===== config.mk =====
export PLATFORM = sky130hd
export DESIGN_NAME = scytale_transposition_core
export DESIGN_NICKNAME = d
export VERILOG_FILES = /design/src/hdl/scy_pkg.sv /design/src/hdl/scytale_transposition_core.sv /design/src/hdl/scy_ram.sv /design/src/hdl/scy_addr_gen.sv
export SDC_FILE = /design/constraint.sdc
export NUM_CORES = 1
export LEC_CHECK = 0
export ABC_CLOCK_PERIOD_IN_PS = 5200
export BUFFER_PORTS_ARGS = -buffer_cell sky130_fd_sc_hd__buf_2
export CAP_MARGIN = 15
export CORE_MARGIN = 2
export CORE_UTILIZATION = 43
export DETAILED_ROUTE_END_ITERATION = 16
export HOLD_SLACK_MARGIN = 0.12
export PLACE_DENSITY = 0.61
export SLEW_MARGIN = 20
export SYNTH_ARGS = -nofsm -noshare
export SYNTH_HDL_FRONTEND = slang
export SYNTH_HIERARCHICAL = 1
export SYNTH_SLANG_ARGS = --single-unit
export TNS_END_PERCENT = 10

===== constraint.sdc =====
create_clock -name clock -period 5.2 [get_ports clock]
set_input_delay 1.56 -clock clock [delete_from_list [all_inputs] [get_ports clock]]
set_output_delay 1.56 -clock clock [all_outputs]
set_load 0.05 [all_outputs]

===== src/hdl/scy_pkg.sv =====
// shared types and constants for the scytale transposition core
package scy_pkg;

   localparam int MAX_LEN    = 64;
   localparam int ADDR_W     = $clog2(MAX_LEN);
   localparam int LEN_W      = $clog2(MAX_LEN + 1);
   localparam int DIAM_W     = LEN_W;
   localparam int CNT_W      = $clog2(LEN_W);
   localparam int BYTE_W     = 8;
   localparam int CSR_IDX_W  = 2;
   localparam int CSR_DATA_W = DIAM_W;

   localparam logic [CSR_IDX_W-1:0] CSR_RING_DIAMETER = 2'd0;
   localparam logic [CSR_IDX_W-1:0] CSR_DECODE_MODE   = 2'd1;

   localparam logic [DIAM_W-1:0] DIAM_RESET = 7'd2;

   typedef struct packed {
      logic [BYTE_W-1:0] data_byte;
      logic              last_byte;
   } req_type;

   typedef struct packed {
      logic [BYTE_W-1:0] out_byte;
      logic              out_last;
      logic              truncated;
   } rsp_type;

   typedef struct packed {
      logic              start;
      logic              step;
      logic [LEN_W-1:0]  len;
      logic [DIAM_W-1:0] rows;
      logic              decode;
   } gen_cmd_type;

   typedef struct packed {
      logic              idle;
      logic              ready;
      logic              last;
      logic [ADDR_W-1:0] addr;
   } gen_stat_type;

endpackage


===== src/hdl/scytale_transposition_core.sv =====
// scytale transposition core: loads a message, then emits it transposed
// loading takes one byte transfer per cycle into the message ram, while the sequencer is idle
// after the final byte, a column divider runs, then one ram read per cycle unless the result is stalled
// each ram read is registered and is presented as the result with its last and truncated flags
// reset is synchronous: clears byte count, overflow flag, result valid, sequencer state, diameter to 2, encode mode
module scytale_transposition_core (
   input  logic                               clock,
   input  logic                               reset,
   input  logic                               req_valid,
   output logic                               req_ready,
   input  scy_pkg::req_type                   req_payload,
   output logic                               rsp_valid,
   input  logic                               rsp_ready,
   output scy_pkg::rsp_type                   rsp_payload,
   input  logic                               csr_valid,
   output logic                               csr_ready,
   input  logic [scy_pkg::CSR_IDX_W-1:0]      csr_index,
   input  logic [scy_pkg::CSR_DATA_W-1:0]     csr_data
);
   import scy_pkg::*;

   logic [LEN_W-1:0]  count_ff, count_in;
   logic              ov_ff, ov_in;
   logic              trunc_run_ff, trunc_run_in;
   logic [DIAM_W-1:0] diam_ff, diam_in;
   logic              mode_ff, mode_in;
   logic              rsp_valid_ff, rsp_valid_in;
   logic              rsp_last_ff, rsp_last_in;
   logic              rsp_trunc_ff, rsp_trunc_in;

   logic              req_xfer;
   logic              csr_xfer;
   logic              store_ok;
   logic              wr_en;
   logic              issue;
   logic [BYTE_W-1:0] rd_data;
   gen_cmd_type       cmd;
   gen_stat_type      stat;

   assign req_ready = stat.idle;
   assign csr_ready = 1'b1;
   assign req_xfer  = req_valid && req_ready;
   assign csr_xfer  = csr_valid && csr_ready;
   assign store_ok  = count_ff < LEN_W'(MAX_LEN);
   assign wr_en     = req_xfer && store_ok;
   assign issue     = stat.ready && (!rsp_valid_ff || rsp_ready);

   assign cmd.start  = req_xfer && req_payload.last_byte;
   assign cmd.step   = issue;
   assign cmd.len    = store_ok ? count_ff + LEN_W'(1) : count_ff;
   assign cmd.rows   = diam_ff;
   assign cmd.decode = mode_ff;

   always_comb begin
      count_in     = count_ff;
      ov_in        = ov_ff;
      trunc_run_in = trunc_run_ff;
      diam_in      = diam_ff;
      mode_in      = mode_ff;
      rsp_last_in  = rsp_last_ff;
      rsp_trunc_in = rsp_trunc_ff;

      if (req_xfer) begin
         if (req_payload.last_byte) begin
            count_in     = '0;
            ov_in        = 1'b0;
            trunc_run_in = ov_ff || !store_ok;
         end else begin
            count_in = count_ff + LEN_W'(store_ok);
            ov_in    = ov_ff || !store_ok;
         end
      end

      if (csr_xfer) begin
         unique case (csr_index)
            CSR_RING_DIAMETER: diam_in = csr_data;
            CSR_DECODE_MODE:   mode_in = csr_data[0];
            default: begin
            end
         endcase
      end

      if (issue) begin
         rsp_valid_in = 1'b1;
         rsp_last_in  = stat.last;
         rsp_trunc_in = trunc_run_ff;
      end else if (rsp_ready) begin
         rsp_valid_in = 1'b0;
      end else begin
         rsp_valid_in = rsp_valid_ff;
      end
   end

   always_ff @(posedge clock) begin
      if (reset) begin
         count_ff     <= '0;
         ov_ff        <= 1'b0;
         diam_ff      <= DIAM_RESET;
         mode_ff      <= 1'b0;
         rsp_valid_ff <= 1'b0;
      end else begin
         count_ff     <= count_in;
         ov_ff        <= ov_in;
         diam_ff      <= diam_in;
         mode_ff      <= mode_in;
         rsp_valid_ff <= rsp_valid_in;
      end
   end

   always_ff @(posedge clock) begin
      trunc_run_ff <= trunc_run_in;
      rsp_last_ff  <= rsp_last_in;
      rsp_trunc_ff <= rsp_trunc_in;
   end

   scy_ram #(
      .WIDTH (BYTE_W),
      .DEPTH (MAX_LEN)
   ) u_store (
      .clock   (clock),
      .wr_en   (wr_en),
      .wr_addr (count_ff[ADDR_W-1:0]),
      .wr_data (req_payload.data_byte),
      .rd_en   (issue),
      .rd_addr (stat.addr),
      .rd_data (rd_data)
   );

   scy_addr_gen u_gen (
      .clock (clock),
      .reset (reset),
      .cmd   (cmd),
      .stat  (stat)
   );

   assign rsp_valid   = rsp_valid_ff;
   assign rsp_payload = '{out_byte: rd_data, out_last: rsp_last_ff, truncated: rsp_trunc_ff};

`ifndef ASSERT_OFF
   a_no_read_on_stall: assert property (@(posedge clock) disable iff (reset)
      (rsp_valid_ff && !rsp_ready) |-> !issue)
      else $error("ram read while result stalled");
   a_count_cleared: assert property (@(posedge clock) disable iff (reset)
      (req_xfer && req_payload.last_byte) |=> (count_ff == '0 && !ov_ff))
      else $error("load state not cleared after final byte");
   a_gen_idle_after_last: assert property (@(posedge clock) disable iff (reset)
      (issue && stat.last) |=> stat.idle)
      else $error("sequencer still busy after final read");
`endif

endmodule


===== src/hdl/scy_ram.sv =====
// generic single write port ram with registered read
module scy_ram #(
   parameter int WIDTH = 8,
   parameter int DEPTH = 64
) (
   input  logic                     clock,
   input  logic                     wr_en,
   input  logic [$clog2(DEPTH)-1:0] wr_addr,
   input  logic [WIDTH-1:0]         wr_data,
   input  logic                     rd_en,
   input  logic [$clog2(DEPTH)-1:0] rd_addr,
   output logic [WIDTH-1:0]         rd_data
);

   logic [WIDTH-1:0] mem_ff [DEPTH];
   logic [WIDTH-1:0] rd_data_ff;

   always_ff @(posedge clock) begin
      if (wr_en) begin
         mem_ff[wr_addr] <= wr_data;
      end
      if (rd_en) begin
         rd_data_ff <= mem_ff[rd_addr];
      end
   end

   assign rd_data = rd_data_ff;

endmodule


===== src/hdl/scy_addr_gen.sv =====
// read address sequencer: column count divider and grid walk
module scy_addr_gen (
   input  logic                 clock,
   input  logic                 reset,
   input  scy_pkg::gen_cmd_type cmd,
   output scy_pkg::gen_stat_type stat
);
   import scy_pkg::*;

   localparam logic [1:0] ST_IDLE = 2'd0;
   localparam logic [1:0] ST_DIV  = 2'd1;
   localparam logic [1:0] ST_RUN  = 2'd2;

   logic [1:0]        state_ff, state_in;
   logic [LEN_W-1:0]  len_ff, len_in;
   logic [DIAM_W-1:0] rows_ff, rows_in;
   logic              mode_ff, mode_in;
   logic [CNT_W-1:0]  cnt_ff, cnt_in;
   logic [DIAM_W-1:0] rem_ff, rem_in;
   logic [LEN_W-1:0]  quot_ff, quot_in;
   logic [LEN_W-1:0]  item_ff, item_in;
   logic [DIAM_W-1:0] f_ff, f_in;
   logic [LEN_W-1:0]  c_ff, c_in;
   logic [LEN_W-1:0]  pos_ff, pos_in;

   logic [DIAM_W:0]   trial;
   logic [DIAM_W:0]   diff;
   logic              ge;
   logic [DIAM_W:0]   f_inc;
   logic              wrap;
   logic [LEN_W-1:0]  row_len;
   logic [LEN_W:0]    k_sum;
   logic              is_last;

   always_comb begin
      trial   = {rem_ff, quot_ff[LEN_W-1]};
      diff    = trial - {1'b0, rows_ff};
      ge      = trial >= {1'b0, rows_ff};
      f_inc   = {1'b0, f_ff} + (DIAM_W+1)'(1);
      wrap    = f_inc == {1'b0, rows_ff};
      row_len = (f_ff <= rem_ff) ? quot_ff + LEN_W'(1) : quot_ff;
      k_sum   = {1'b0, pos_ff} + {1'b0, rows_ff};
      is_last = item_ff == len_ff - LEN_W'(1);

      state_in = state_ff;
      len_in   = len_ff;
      rows_in  = rows_ff;
      mode_in  = mode_ff;
      cnt_in   = cnt_ff;
      rem_in   = rem_ff;
      quot_in  = quot_ff;
      item_in  = item_ff;
      f_in     = f_ff;
      c_in     = c_ff;
      pos_in   = pos_ff;

      unique case (state_ff)
         ST_IDLE: begin
            if (cmd.start) begin
               len_in   = cmd.len;
               rows_in  = (cmd.rows == '0) ? DIAM_W'(1) : cmd.rows;
               mode_in  = cmd.decode;
               quot_in  = cmd.len - LEN_W'(1);
               rem_in   = '0;
               cnt_in   = '0;
               state_in = ST_DIV;
            end
         end
         ST_DIV: begin
            rem_in  = ge ? diff[DIAM_W-1:0] : trial[DIAM_W-1:0];
            quot_in = {quot_ff[LEN_W-2:0], ge};
            cnt_in  = cnt_ff + CNT_W'(1);
            if (cnt_ff == CNT_W'(LEN_W - 1)) begin
               state_in = ST_RUN;
               item_in  = '0;
               f_in     = '0;
               c_in     = '0;
               pos_in   = '0;
            end
         end
         ST_RUN: begin
            if (cmd.step) begin
               item_in = item_ff + LEN_W'(1);
               if (is_last) begin
                  state_in = ST_IDLE;
               end
               if (mode_ff) begin
                  if (wrap) begin
                     f_in   = '0;
                     c_in   = c_ff + LEN_W'(1);
                     pos_in = c_ff + LEN_W'(1);
                  end else begin
                     f_in   = f_inc[DIAM_W-1:0];
                     pos_in = pos_ff + row_len;
                  end
               end else begin
                  if (k_sum < {1'b0, len_ff}) begin
                     pos_in = k_sum[LEN_W-1:0];
                  end else begin
                     f_in   = f_inc[DIAM_W-1:0];
                     pos_in = f_inc[LEN_W-1:0];
                  end
               end
            end
         end
         default: begin
            state_in = ST_IDLE;
         end
      endcase
   end

   always_ff @(posedge clock) begin
      if (reset) begin
         state_ff <= ST_IDLE;
      end else begin
         state_ff <= state_in;
      end
   end

   always_ff @(posedge clock) begin
      len_ff  <= len_in;
      rows_ff <= rows_in;
      mode_ff <= mode_in;
      cnt_ff  <= cnt_in;
      rem_ff  <= rem_in;
      quot_ff <= quot_in;
      item_ff <= item_in;
      f_ff    <= f_in;
      c_ff    <= c_in;
      pos_ff  <= pos_in;
   end

   assign stat.idle  = state_ff == ST_IDLE;
   assign stat.ready = state_ff == ST_RUN;
   assign stat.last  = is_last;
   assign stat.addr  = pos_ff[ADDR_W-1:0];

`ifndef ASSERT_OFF
   a_div_to_run: assert property (@(posedge clock) disable iff (reset)
      (state_ff == ST_DIV && cnt_ff == CNT_W'(LEN_W - 1)) |=> state_ff == ST_RUN)
      else $error("divider did not hand over to the walk");
   a_addr_in_msg: assert property (@(posedge clock) disable iff (reset)
      state_ff == ST_RUN |-> pos_ff < len_ff)
      else $error("read index beyond message length");
   a_step_in_run: assert property (@(posedge clock) disable iff (reset)
      cmd.step |-> state_ff == ST_RUN)
      else $error("step outside of walk");
`endif

endmodule


==> results.md <==
Clocking:
- The number of sinks driven by the clock tree is 602.
- Clock-pin slew was measured on the worst setup and hold paths at approximately 0.060 ns.
- The depth of the CTS H-tree is 2.
- Counting along the longest clock path gives a buffer depth of 3.
- The cell at the root of the clock tree is clkbuf_16.
- The number of setup buffers added after CTS is 0.
- The number of hold buffers added after cts is 0.
- Post-CTS repair changed the size of 0 cells.
- Buffers inserted during clock tree synthesis total 60.
- TritonCTS built the clock tree.
- The clock network latency to the later pin of the worst-skew pair is roughly 0.63 ns.

Timing:
- Setup repair after global routing left no endpoint under its margin.
- The number of setup violations in the final report is 0.
- The fraction of the cycle the final worst path needs is between 70 and 80%.
- Across all hold checks on the routed design, the worst slack comes to between 0.4 and 0.5 ns.
- The max-slew violation count was 0.
- The final clock skew is roughly 0.02 ns.
- The highest attainable clock frequency is between 200 and 300 MHz.
- The worst max-slew margin expressed relative to the limit is between 30% and 40%.
- The measured slew at the worst slew-check pin is between 1 and 1.5 ns.
- The count of endpoints failing hold in the final timing report is 0.
- The sum of negative setup slack is 0 ns.
- For the finished layout, the period the worst path requires is around 4 ns.

Placement:
- Once detailed placement completed, the half-perimeter wirelength came to approximately 37000 µm.
- Input and output buffers added on the ports amount to 34.
- At the end of routability-driven placement, the weighted congestion stood at around 0.83.

Worst setup path:
- The worst setup path is launched from a flip-flop.
- The data required time of the worst path is roughly 5.6 ns.
- The startpoint identified for the worst register-to-register timing path is u_gen/f_ff[4].
- The worst setup path is of the reg2reg kind.
- The number of cells on the worst reg-to-reg path is 16.
- The nature of the critical path endpoint is a flip-flop.
- The endpoint of the most critical register-to-register path is u_gen/pos_ff[6].
- The maximum net fanout on the critical path is 5.
- The slowest cell on the critical path is edfxtp_1.
- The critical path goes through ha_1 > a211oi_1 > o21bai_1 > o22a_1 > nor2b_1 > and2_1 > nand2_1 > xnor2_1 > ha_1 > o21a_1 > o31a_1 > or4_1 > nand3_1 > xnor2_1 > mux2_4 > o211a_1.
- The arrival time reported for the critical path endpoint is around 4.3 ns.
- The register-to-register setup slack is 1.30 ns.
- The largest incremental delay on the critical path is slightly below 0.5 ns.

Synth:
- Yosys instantiated no cell more often than edfxtp_1.
- The post-synthesis instance area is about 26000 µm².
- Summing the areas of all compound-gate instances in the mapped netlist gives under 10% of the synthesized area.
- Counting flops with an async set or reset pin after synthesis yields a share of 0%.
- The area fraction of the dominant cell type after synthesis is between 60% and 70%.
- Synthesis produced between 1000 and 1500 cells.
- The synthesized netlist devotes 2.073% of its cell area to XOR and XNOR gates.
- The synthesized netlist devotes around 5.8% of its cell area to simple gates.
- In the synthesized netlist, the cells that appear most often are 583 x edfxtp_1, 133 x nor2_1, 126 x mux4_2.
- The share of synthesized cell area in full adder, half adder and majority cells is approximately 2.6%.
- The most used flip-flop cell after synthesis is edfxtp_1.
- For this run, the number of Yosys warnings is 6.
- The cell taking the most area after synthesis is edfxtp_1.
- The share of synthesized area occupied by flip-flops and latches is between 60 and 70%.
- The main combinational cell family by area after synthesis is multiplexers.
- By area the synthesized netlist is led by edfxtp_1 68%, mux4_2 11%, ha_1 2.3%.
- The number of flops mapped to enable cells by yosys is a little under 600.
- The number of distinct library cell variants in the gate-level netlist after synthesis is 75.
- The number of nets handed over by synthesis was about 1600.
- The proportion of synthesized area in mux cells is between 10% and 20%.
- The average cell area after synthesis is around 17 µm².
- The number of register bits inferred by synthesis is 602.

Worst hold path:
- In this run the worst hold path is classified as reg2reg.
- The worst hold path terminates at rsp_trunc_ff.
- Counting instances, the worst hold path has a depth of 0.
- The hold path startpoint is trunc_run_ff.

GRT:
- Global routing used a little under a fifth of the available tracks across all layers.
- The number of global-route vias before repair came to 13882.
- For this run the aggregate overflow at the end of global routing stands at 0.
- Entering global routing, the biggest net connects between 100 and 150 pins.
- The first-pass GRT wire length is between 80000 and 90000 µm.
- The number of antenna violations at the first check in global routing is 1.

Route:
- Dividing the detail-routed via count by the number of cells gives 5.808.
- The iteration-0 DRC count of the detailed router is 1372.
- Dividing the detail-routed wire length by the instance count gives 24.99 µm.
- The antenna violation net count after detailed routing is 0.
- For this run, design rule violations remaining after detail routing come to 0.
- For this run, the detailed router's first-pass iteration total came to 5.
- For this block, the via count after detailed routing is around 14000.
- For this block, the routed nets add up to 58830 µm of wire.

Die:
- The overall die height is between 200 and 250 µm.
- The full die area is 61920 µm².
- The placeable core area is 59130 µm².
- The initial utilization of the core area, before any placement, comes to a little over two fifths.
- The number of rows created at floorplan is 89.
- The floorplan die width is ~250 µm.
- The number of placed I/O pins is 36.

Pwr:
- The leakage power total is roughly 0.0093 µW.
- IR analysis of the VDD net gives a maximum drop of around 0.31 mV.
- In this run the power density over the cells is between 400 and 500 nW/µm².

Job:
- The reported max-cap violation count is 0.

Final layout:
- The fraction of layout cells with a size suffix above 1 is about a fifth.
- The repair_antennas step left the layout with diodes totalling 0.
- The final-stage net count is roughly 1600.
- The filler cell count is 4835.
- Compared with the post-synthesis result, the final layout area differs by 10.69%.

Run status:
- The run finished with clean final reports.
[area by class of cell]
cell class,count,area [µm²],area share [%]
clock buffers,74,1575,5.521
clock inverters,37,319.1,1.118
inverters,47,176.4,0.6183
multi-input cells,763,7231,25.34
flip-flops and latches,602,17890,62.69
well taps,773,967.2,3.390
repair buffers,58,377.9,1.324
[worst max-delay path: cells and delay by family, from the launching register on]
family,cells,cell delay [ns]
AO/OA/AOI/OAI,6,1.07
AND/OR/NAND/NOR,5,0.96
adder cells (fa/ha/maj),2,0.61
flip-flops,1,0.49
XOR/XNOR,2,0.26
multiplexers,1,0.26
[power breakdown]
part | leakage, µW | internal, µW | total (µW) | switching [µW]
sequential | 0.00543 | 5600 | 5780 | 185
combinational | 0.00294 | 1460 | 3490 | 2030
clock | 0.000931 | 2350 | 4180 | 1820
total | 0.00930 | 9420 | 13400 | 4030
[cell families (layout without fill, tap and decap cells)]
| group | Yosys count | after routing |
|---|---|---|
| adder cells (fa/ha/maj) | 51 | 51 |
| multiplexers | 186 | 186 |
| flip-flops | 602 | 602 |
| buffers and inverters | 129 | 216 |
| other | 1 | 1 |
| XOR/XNOR | 61 | 61 |
| AND/OR/NAND/NOR | 312 | 312 |
| AO/OA/AOI/OAI | 152 | 152 |
[cells in the final DEF, fill, tap and decap left out, types with 11 or more instances in the layout]
master and instances:
edfxtp_1 583, nor2_1 133, mux4_2 126, clkbuf_16 61
ha_1 48, inv_1 47, mux2i_1 43, nand2_1 41
xnor2_1 41, buf_2 33, a21oi_1 31, nand3_1 29
o21ai_0 25, buf_4 23, xor2_1 20, nor2b_1 20
dfxtp_1 19, nand2b_1 17, mux2_2 16, clkinv_1 14
clkinv_2 13, clkbuf_1 13, and2_1 13, nor3_1 11
[worst max path at each step]
stage	endpoint	slack [ns]	start
global placement	u_store/mem_ff[25][4]	0.99	req_valid
CTS	u_gen/pos_ff[6]	1.28	u_gen/f_ff[4]
global route	u_gen/pos_ff[6]	0.97	u_gen/f_ff[4]
floorplan	u_gen/c_ff[0]	1.47	rsp_ready
detailed placement	u_store/mem_ff[9][0]	0.92	req_valid
finish	u_gen/pos_ff[6]	1.30	u_gen/f_ff[4]
[registers in the layout, summed over array words and instances, names as in the netlist]
| signal | cells |
|---|---|
| diam_ff | 7 |
| u_gen/rows_ff | 7 |
| u_gen/cnt_ff | 3 |
| rsp_trunc_ff | 1 |
| trunc_run_ff | 1 |
| ov_ff | 1 |
| rsp_valid | 1 |
| u_gen/state_ff | 2 |
| mode_ff | 1 |
| rsp_last_ff | 1 |
| u_gen/f_ff | 7 |
| u_gen/c_ff | 7 |
| u_gen/mode_ff | 1 |
| u_store/rd_data | 8 |
| u_gen/len_ff | 7 |
| u_gen/item_ff | 7 |
| u_gen/quot_ff | 7 |
| u_gen/pos_ff | 7 |
| count_ff | 7 |
| u_store/mem_ff | 512 |
| u_gen/rem_ff | 7 |
[layer usage]
layer / up-vias / GRT usage (%) / share of wire [%]
li1: 5955 / - / -
met1: 7101 / 27.16 / 44
met2: 517 / 29.60 / 46
met3: 99 / 3.804 / 7.0
met4: 0 / 6.580 / 3.0
met5: - / 0 / 0
[metrics by stage]
step / total power, µW / setup WS (ns) / std cells / util, % / cell area (µm²)
floorplan: 8454 / 1.472 / 1494 / - / 25780
global placement: 9331 / 0.9932 / 2242 / 45.01 / 26620
detailed placement: 9378 / 0.9205 / 2242 / 45.01 / 26620
CTS: 13560 / 1.281 / 2353 / 48.22 / 28510
global route: 14060 / 0.9705 / 2354 / 48.26 / 28530
finish: 13450 / 1.297 / 2354 / 48.26 / 28530
Power figures use the tool's default switching activity.
